File: src/hdl/bce_pkg.sv
// Package with shared types, constants and tables of the Bezier curve evaluator.
package bce_pkg;

    localparam int MaxPoints  = 16;
    localparam int SweepSteps = 50;
    localparam int IdxW       = $clog2(MaxPoints);
    localparam int CntW       = 5;
    localparam int StepW      = $clog2(SweepSteps);
    localparam int FracW      = StepW + 1;
    localparam logic [16:0] OneQ16 = 17'h10000;

    // Sweep parameter increment: whole part and remainder of 65536 / SweepSteps.
    localparam logic [16:0]      StepInt  = 17'(65536 / SweepSteps);
    localparam logic [FracW-1:0] StepRem  = FracW'(65536 % SweepSteps);
    localparam logic [FracW-1:0] FracWrap = FracW'(SweepSteps);

    // Input mode codes.
    localparam logic [1:0] ModeLoad  = 2'd0;
    localparam logic [1:0] ModeEval  = 2'd1;
    localparam logic [1:0] ModeSweep = 2'd2;

    // One command handed from the front part to the back part.
    typedef struct packed {
        logic        sweep;
        logic [16:0] t;
    } cmd_t;

    // Back part sequencer states.
    typedef enum logic [2:0] {
        ST_IDLE,
        ST_POW,
        ST_WEIGHT,
        ST_BINOM,
        ST_ACC,
        ST_OUT
    } state_t;

    // Binomial coefficients C(d, i) for d below MaxPoints, indexed [d][i].
    typedef logic [MaxPoints-1:0][MaxPoints-1:0][15:0] binom_tab_t;

    // Pascal's triangle, built once at elaboration.
    function automatic binom_tab_t build_binom();
        binom_tab_t tab;
        tab = '0;
        for (int d = 0; d < MaxPoints; d++) begin
            tab[d][0] = 16'd1;
            for (int i = 1; i <= d; i++) begin
                tab[d][i] = tab[d-1][i-1] + tab[d-1][i];
            end
        end
        return tab;
    endfunction

    localparam binom_tab_t BinomTab = build_binom();

endpackage

File: src/hdl/bce_front.sv
// Front part: takes items, writes control points, queues evaluation commands.
module bce_front (
    input  logic              aclk,
    input  logic              aresetn,
    input  logic              s_valid,
    output logic              s_ready,
    input  logic [1:0]        s_mode,
    input  logic [3:0]        s_point_index,
    input  logic signed [31:0] s_coord_x,
    input  logic signed [31:0] s_coord_y,
    input  logic signed [31:0] s_coord_z,
    input  logic [16:0]       s_param_t,
    output logic              wr_en,
    output logic [bce_pkg::IdxW-1:0] wr_idx,
    output logic [95:0]       wr_data,
    output logic              q_valid,
    input  logic              q_ready,
    output bce_pkg::cmd_t     q_cmd
);
    // Two-entry queue of commands.
    bce_pkg::cmd_t q_mem_reg [2];
    logic [1:0] cnt_reg, cnt_next;
    logic       wp_reg, rp_reg;
    logic       push, pop, is_cmd, is_load;
    bce_pkg::cmd_t cmd_in;

    assign is_cmd  = (s_mode == bce_pkg::ModeEval) || (s_mode == bce_pkg::ModeSweep);
    assign is_load = (s_mode == bce_pkg::ModeLoad);
    // A load waits until no evaluation is queued or running, so it never overtakes one.
    assign s_ready = is_load ? ((cnt_reg == 2'd0) && q_ready) : (cnt_reg != 2'd2);
    assign push    = s_valid && s_ready && is_cmd;
    assign pop     = q_valid && q_ready;
    assign q_valid = (cnt_reg != 2'd0);
    assign q_cmd   = q_mem_reg[rp_reg];

    // Clamp the parameter to one.
    always_comb begin
        cmd_in.sweep = (s_mode == bce_pkg::ModeSweep);
        cmd_in.t     = (s_param_t > bce_pkg::OneQ16) ? bce_pkg::OneQ16 : s_param_t;
    end

    // Load writes go straight to the point store.
    assign wr_en   = s_valid && s_ready && is_load
                     && ({1'b0, s_point_index} < 5'(bce_pkg::MaxPoints));
    assign wr_idx  = bce_pkg::IdxW'(s_point_index);
    assign wr_data = {s_coord_z, s_coord_y, s_coord_x};

    always_comb begin
        cnt_next = cnt_reg;
        if (push && !pop) cnt_next = cnt_reg + 2'd1;
        if (!push && pop) cnt_next = cnt_reg - 2'd1;
    end

    always_ff @(posedge aclk) begin
        if (!aresetn) begin
            cnt_reg <= 2'd0;
            wp_reg  <= 1'b0;
            rp_reg  <= 1'b0;
        end else begin
            cnt_reg <= cnt_next;
            if (push) wp_reg <= ~wp_reg;
            if (pop)  rp_reg <= ~rp_reg;
        end
    end

    always_ff @(posedge aclk) begin
        if (push) q_mem_reg[wp_reg] <= cmd_in;
    end

`ifndef SYNTHESIS
    a_no_overflow: assert property (@(posedge aclk) disable iff (!aresetn)
        (cnt_reg == 2'd2) |-> !push) else $error("queue overflow");
    a_cnt_range: assert property (@(posedge aclk) disable iff (!aresetn)
        cnt_reg != 2'd3) else $error("queue count out of range");
    a_pop_valid: assert property (@(posedge aclk) disable iff (!aresetn)
        pop |-> (cnt_reg != 2'd0)) else $error("pop from empty queue");
`endif
endmodule

File: config.mk
export PLATFORM = sky130hd
export DESIGN_NAME = bce_front
export DESIGN_NICKNAME = d
export VERILOG_FILES = /design/src/hdl/bce_pkg.sv /design/src/hdl/bce_front.sv
export SDC_FILE = /design/constraint.sdc
export NUM_CORES = 1
export LEC_CHECK = 0
export ABC_CLOCK_PERIOD_IN_PS = 2500
export BUFFER_PORTS_ARGS = -buffer_cell sky130_fd_sc_hd__buf_2
export CELL_PAD_IN_SITES_DETAIL_PLACEMENT = 1
export CELL_PAD_IN_SITES_GLOBAL_PLACEMENT = 1
export CORE_MARGIN = 4
export CORE_UTILIZATION = 25
export CTS_CLUSTER_SIZE = 28
export DETAILED_ROUTE_END_ITERATION = 10
export GPL_TIMING_DRIVEN = 0
export PLACE_DENSITY = 0.77
export SLEW_MARGIN = 20
export SYNTH_ARGS = -nofsm -noshare
export SYNTH_HDL_FRONTEND = slang
export SYNTH_SLANG_ARGS = --single-unit
File: constraint.sdc
create_clock -name aclk -period 2.5 [get_ports aclk]
set_clock_uncertainty 0.1 [all_clocks]
set_input_delay 0.375 -clock aclk [delete_from_list [all_inputs] [get_ports aclk]]
set_output_delay 0.375 -clock aclk [all_outputs]
set_load 0.01 [all_outputs]
==> summary.md, run 1 <==
| Metric | Value |
|---|---|
| Outcome | `finished clean` |
| Ys async rst share | `0%` |
| CP max stage delay | `0.38 ns` |
| Worst setup EP type | `output pin` |
| Vias in the first global route | `2094` |
| CTS Root Cell | `clkbuf_8` |
| Final wirelength | `7.055 mm` |
| Final setup vio count | `0` |
| Starting Density | `25.66%` |
| Overflow left after global routing | `0` |
| Yosys warning total | `0` |
| Fin crit share | `85.41%` |
| Post-CTS setup buffers | `0` |
| DP Area | `3410 um^2` |
| Synth top area cells | `edfxtp_1 (43%), buf_4 (30%), mux2_2 (8.1%)` |
| RSZ-0062 raised after global routing | `no` |
| Maxcap violations | `0` |
| Worst-case clock buffer depth | `2` |
| Worst Hold Endpoint | `wp_reg` |
| WP data arrival | `1.66 ns` |
| CP Data Required Time | `2.03 ns` |
| Fmax | `468.4 MHz` |
| TritonCTS clock tree | `built` |
| Ys flop type | `edfxtp_1` |
| CP cell instances | `buf_2 > buf_2 > mux2_2 > buf_2` |
| # hold bufs at CTS | `0` |
| Worst min-delay path class | `primary input to register` |
| RR Endpoint | `q_mem_reg[1][9]` |
| Total GRT Usage | `10.90%` |
| Sequential area share after synthesis | `47.32%` |
| Crit Path Max Fanout | `10` |
| Post-synth top area share | `43.31%` |
| FF+latch area | `1181 um^2` |
| Die ar. | `11650 um^2` |
| R2r startpoint | `cnt_reg[0]` |
| Largest register FFs | `36` |
| WP depth | `4` |
| Worst-Margin Slew | `0.5388 ns` |
| VDD IR max | `176.6 uV` |
| Die Ht | `107.9 um` |
| Remaining antenna violation count | `0` |
| DRC Markers | `0` |
| CP max-delay cell | `mux2_2` |
| Final TNS setup | `0 ns` |
| Tmin final | `2.135 ns` |
| Min-delay src | `aresetn` |
| Post_cts resized | `0` |
| Final Max Slew Viols | `0` |
| Distinct cells, synth | `24` |
| Worst Reg2Reg Path Length in Cells | `4` |
| Clock slew at reported path FFs | `0.07 ns` |
| Via/cell ratio | `3.857` |
| Hpwl dp | `6.231 mm` |
| Synth top cells by count | `buf_4 (100), edfxtp_1 (36), nor2b_1 (19)` |
| Delay-heaviest family, CP | `buffers and inverters` |
| Detailed-router iteration count before antenna repair | `2` |
| Syn Area/Cell | `11.83 um^2` |
| Most frequent cell after synthesis | `buf_4` |
| Fraction of layout instances using a drive strength above 1 | `76.37%` |
| Fin. Hold Viols | `0` |
| Design area | `3491 um^2` |
| Drt first-iter violations | `33` |
| Worst slew margin | `64.04%` |
| Routability cong. | `0.7412` |
| Via count | `1917` |
| R2R Setup Slk | `0.56 ns` |
| Synth-to-layout area growth | `39.85%` |
| Cells after Synth | `211` |
| Post-layout net count | `489` |
| Crit Path Class | `register to output pin` |
| Post-synth net total | `337` |
| Crit-path most repeated cell | `buf_2` |
| Cell Rows | `36` |
| Worst-Skew Late Latency | `0.28 ns` |
| WL/cell | `14.20 um` |
| Synthesized flop and latch total | `41` |
| PortBufs | `143` |
| First-pass GRT wire length | `9.784 mm` |
| Inserted Clock Buffers | `5` |
| Fillers | `1179` |
| Ant diodes | `0` |
| Die X | `107.9 um` |
| Area leader, netlist | `edfxtp_1` |
| Multi-input combinational cell area | `540.5 um^2` |
| Leak | `1.691 nW` |
| Worst Path Buf+Inv | `3` |
| Hold-critical path depth | `2` |
| Startpoint class of the critical path | `register` |
| IO Count | `244` |
| Cell Area, Synth | `2496 um^2` |
| Deepest level of the CTS H-tree | `2` |
| Number of flops mapped to enable cells by yosys | `36` |
| PwrDens | `578.5 nW/um^2` |
| Num Clock Sinks | `41` |
| Pin count of the biggest net entering global routing | `13` |
| Core area | `9729 um^2` |
| Initial antenna violation count | `0` |
-- logic make-up after synthesis --
logic type,synth area share (%)
AO/OA/AOI/OAI,2.055
buffers and inverters,31.23
XOR/XNOR,1.403
flip-flops,47.32
adder cells (fa/ha/maj),1.504
multiplexers,8.120
AND/OR/NAND/NOR,8.371
-- cells in the final DEF (no fill, tap or decap), drive strengths merged --
master and count:
o21ai 1, mux2 18, nand2 1, a21oi 1, or2 1, dfxtp 5
a41oi 1, and3 1, nand2b 1, clkbuf 8, nor2b 19, xnor2 4
buf 247, nor2 2, nor4 4, ha 3, or3 1, inv 4
a21boi 1, clkinv 1, edfxtp 36, a211o 1, and2 3
-- metal layers --
| layer | global-route usage (%) | vias up | routed length [um] |
|---|---|---|---|
| li1 | - | 906 | - |
| met1 | 9.385 | 890 | 2068 |
| met2 | 23.09 | 112 | 4221 |
| met3 | 3.119 | 9 | 637 |
| met4 | 3.697 | 0 | 127 |
| met5 | 0 | - | 0 |
-- power by group --
part           internal [W]  switching, W
Combinational      0.000412      0.000349
Sequential         0.000820     0.0000329
Clock              0.000196      0.000210
Total               0.00143      0.000592
-- through the flow --
stage	total power, W	hold slack (ns)	std cells	setup WS, ns	utilization, %
6_report	0.002019	0.2530	497	0.3649	35.88
5_1_grt	0.002134	0.2574	497	0.2731	35.88
4_1_cts	0.002063	0.2486	497	0.3165	35.88
3_5_place_dp	0.001648	0.4322	489	0.2590	35.04
3_3_place_gp	0.001611	0.3903	487	-0.3452	34.72
2_1_floorplan	0.001362	0.3678	211	0.2116	-
-- how the worst max path moves through the flow --
stage	endpoint	slack [ns]	from
2_1_floorplan	q_mem_reg[1][0]	0.21	s_mode[0]
3_3_place_gp	q_mem_reg[0][10]	-0.35	s_mode[0]
3_5_place_dp	q_mem_reg[1][16]	0.26	s_mode[0]
4_1_cts	q_cmd[15]	0.32	register
5_1_grt	q_cmd[15]	0.27	register
6_report	q_cmd[15]	0.36	register
-- worst register-to-register path: stages (launching register included) --
cell      delay [ns]
dfxtp_1         0.37
nand2b_4        0.17
a211o_4         0.36
nor2_2          0.42
buf_6           0.23
-- area by class of cell --
cell class                      count  share of cell area (%)
Sequential cell                    41                   33.84
Buffer                            103                   21.90
Timing Repair Buffer              145                   21.25
Multi-Input combinational cell     63                   15.48
Tap cell                          133                   4.767
Clock buffer                        7                   2.186
Inverter                            4                  0.4301
Clock inverter                      1                  0.1434
No activity file was read; power rests on OpenSTA's default activity.
==> inputs of run 2 (changes only) <==
--- a/config.mk
+++ b/config.mk
@@ -7,14 +7,12 @@
 export LEC_CHECK = 0
 export ABC_CLOCK_PERIOD_IN_PS = 2500
 export BUFFER_PORTS_ARGS = -buffer_cell sky130_fd_sc_hd__buf_2
-export CELL_PAD_IN_SITES_DETAIL_PLACEMENT = 1
-export CELL_PAD_IN_SITES_GLOBAL_PLACEMENT = 1
-export CORE_MARGIN = 4
-export CORE_UTILIZATION = 25
+export CORE_AREA = 4 4 93 95
 export CTS_CLUSTER_SIZE = 28
 export DETAILED_ROUTE_END_ITERATION = 10
+export DIE_AREA = 0 0 97 99
 export GPL_TIMING_DRIVEN = 0
-export PLACE_DENSITY = 0.77
+export PLACE_DENSITY = 0.68
 export SLEW_MARGIN = 20
 export SYNTH_ARGS = -nofsm -noshare
 export SYNTH_HDL_FRONTEND = slang
==> summary.md, run 2 (synthesized netlist as in run 1, its figures left out) <==
| Metric | Value |
|---|---|
| Outcome | `finished clean` |
| Most common cell after layout, fill and taps aside | `buf_2` |
| Total GRT Usage | `13.88% (+3.0 points)` |
| Die X | `97 um (-10%)` |
| VDD IR max | `239.9 uV (+36%)` |
| Post_cts resized | `0 (unchanged)` |
| Worst-case clock buffer depth | `2 (unchanged)` |
| Maxcap violations | `0 (unchanged)` |
| CP cell instances | `buf_2 > buf_2 > mux2_2 > buf_2` |
| First-pass GRT wire length | `10.38 mm (+6.1%)` |
| Crit Path Class | `register to output pin` |
| DRC Markers | `0 (unchanged)` |
| Detailed-router iteration count before antenna repair | `4 (+2)` |
| Gate power share | `35.8% (-1.8 points)` |
| Tmin final | `2.102 ns (-0.03315 ns)` |
| RSZ-0062 raised after global routing | `no` |
| WL/cell | `15.41 um (+8.6%)` |
| PortBufs | `143 (unchanged)` |
| Net Sw Power | `0.0005827 W (-1.5%)` |
| Seq pwr share | `40.3% (-2.0 points)` |
| CTS Root Cell | `clkbuf_8` |
| Largest register FFs | `36 (unchanged)` |
| WP data arrival | `1.63 ns (-0.03 ns)` |
| Tot Pwr | `0.002108 W (+4.4%)` |
| Most frequent cells in the layout | `buf_2 (145), buf_4 (100), edfxtp_1 (36), nor2b_1 (19), mux2_2 (18)` |
| Leak | `1.702 nW (+0.70%)` |
| CP max stage delay | `0.37 ns (about the same)` |
| Deepest level of the CTS H-tree | `2 (unchanged)` |
| Remaining antenna violation count | `0 (unchanged)` |
| Die ar. | `9603 um^2 (-18%)` |
| Via count | `1890 (-1.4%)` |
| Cell Rows | `32 (-11%)` |
| Initial antenna violation count | `0 (unchanged)` |
| Routability cong. | `0.8043 (+8.5%)` |
| Final wirelength | `7.182 mm (+1.8%)` |
| Crit-path most repeated cell | `buf_2` |
| Worst setup EP type | `output pin` |
| P_int | `0.001526 W (+6.9%)` |
| Worst slew margin | `65.78% (+1.7 points)` |
| IO Count | `244 (unchanged)` |
| Final setup vio count | `0 (unchanged)` |
| CP Data Required Time | `2.03 ns (about the same)` |
| Fin. Hold Viols | `0 (unchanged)` |
| Num Clock Sinks | `41 (unchanged)` |
| Worst min-delay path class | `primary input to register` |
| Sw frac | `27.63% (-1.7 points)` |
| Setup WS post-layout | `0.3980 ns (+0.03315 ns)` |
| Fin crit share | `84.08% (-1.3 points)` |
| Worst-Margin Slew | `0.5127 ns (-0.02614 ns)` |
| Starting Density | `32.30% (+6.6 points)` |
| Die Ht | `99 um (-8.3%)` |
| Post-CTS setup buffers | `0 (unchanged)` |
| PwrDens | `606.8 nW/um^2 (+4.9%)` |
| Pin count of the biggest net entering global routing | `14 (+1)` |
| Final Max Slew Viols | `0 (unchanged)` |
| Worst-Skew Late Latency | `0.28 ns (about the same)` |
| Vias in the first global route | `1967 (-6.1%)` |
| Synth-to-layout area growth | `39.20%` |
| Startpoint class of the critical path | `register` |
| Crit Path Max Fanout | `10 (unchanged)` |
| Ant diodes | `0 (unchanged)` |
| # hold bufs at CTS | `0 (unchanged)` |
| Fmax | `475.7 MHz (+1.6%)` |
| Dpl ws | `0.2730 ns (+0.01401 ns)` |
| CP max-delay cell | `mux2_2` |
| TritonCTS clock tree | `built` |
| Clock slew at reported path FFs | `0.07 ns (about the same)` |
| Overflow left after global routing | `0 (unchanged)` |
| Core area | `7727 um^2 (-21%)` |
| Via/cell ratio | `4.056 (+5.2%)` |
| Share of power burned in the clock network | `23.8% (+3.7 points)` |
| Hpwl dp | `6.413 mm (+2.9%)` |
| Inserted Clock Buffers | `5 (unchanged)` |
| Fraction of layout instances using a drive strength above 1 | `76.65% (+0.27 points)` |
| Post-layout net count | `489 (unchanged)` |
| Drt first-iter violations | `21 (-36%)` |
## run 2: cell count changes in the layout (fill, tap and decap cells not counted), sizes merged
cell / delta
bufinv: +1
clkbuf: -1
## run 2: critical path: cells and delay by family (launching register included)
kind / cells / cell delay [ns]
multiplexers: 1 / 0.37
flip-flops: 1 / 0.30
buffers and inverters: 3 / 0.66
## run 2: through the flow
step,std cells,area [um^2],setup TNS [ns],hold WS [ns],util [%]
2_1_floorplan,211,2496,0,0.3678,-
3_3_place_gp,456,3339,-11.52,0.3873,43.22
3_5_place_dp,458,3367,0,0.4091,43.57
4_1_cts,466,3475,0,0.2451,44.96
5_1_grt,466,3475,0,0.2598,44.96
6_report,466,3475,0,0.2502,44.96
## run 2: worst paths after layout
check / startpoint / to / slack [ns] / depth (start not counted)
min reg2reg: cnt_reg[1] / cnt_reg[1] / 0.41 / 2
max: register / q_cmd[8] / 0.40 / 4
min: aresetn / cnt_reg[0] / 0.25 / 2
max reg2reg: cnt_reg[0] / q_mem_reg[1][10] / 0.58 / 4
## run 2: metal layers
| metal | up-vias | GRT usage, % | part of all wire (%) |
|---|---|---|---|
| met5 | - | 0 | 0 |
| met4 | 0 | 5.076 | 2.4 |
| met3 | 11 | 7.643 | 13 |
| met2 | 112 | 24.79 | 54 |
| met1 | 860 | 13.49 | 31 |
| li1 | 907 | - | - |
## run 2: area by class of cell
type | instances | area [um^2]
clock buffers | 6 | 72.57
multi-input cells | 63 | 540.5
repair buffers | 145 | 738.2
plain buffers | 103 | 764.5
well taps | 102 | 127.6
clock inverters | 2 | 35.03
inverters | 4 | 15.01
flip-flops and latches | 41 | 1181
fillers | 738 | 4253
## run 2: power groups by stage
stage	sequential [W]	combinational, W	clock [W]
2_1_floorplan	0.000858	0.000504	0
3_3_place_gp	0.000863	0.000748	0
3_5_place_dp	0.000867	0.000767	0
4_1_cts	0.000851	0.000771	0.000517
5_1_grt	0.000859	0.000819	0.000543
6_report	0.000850	0.000755	0.000503
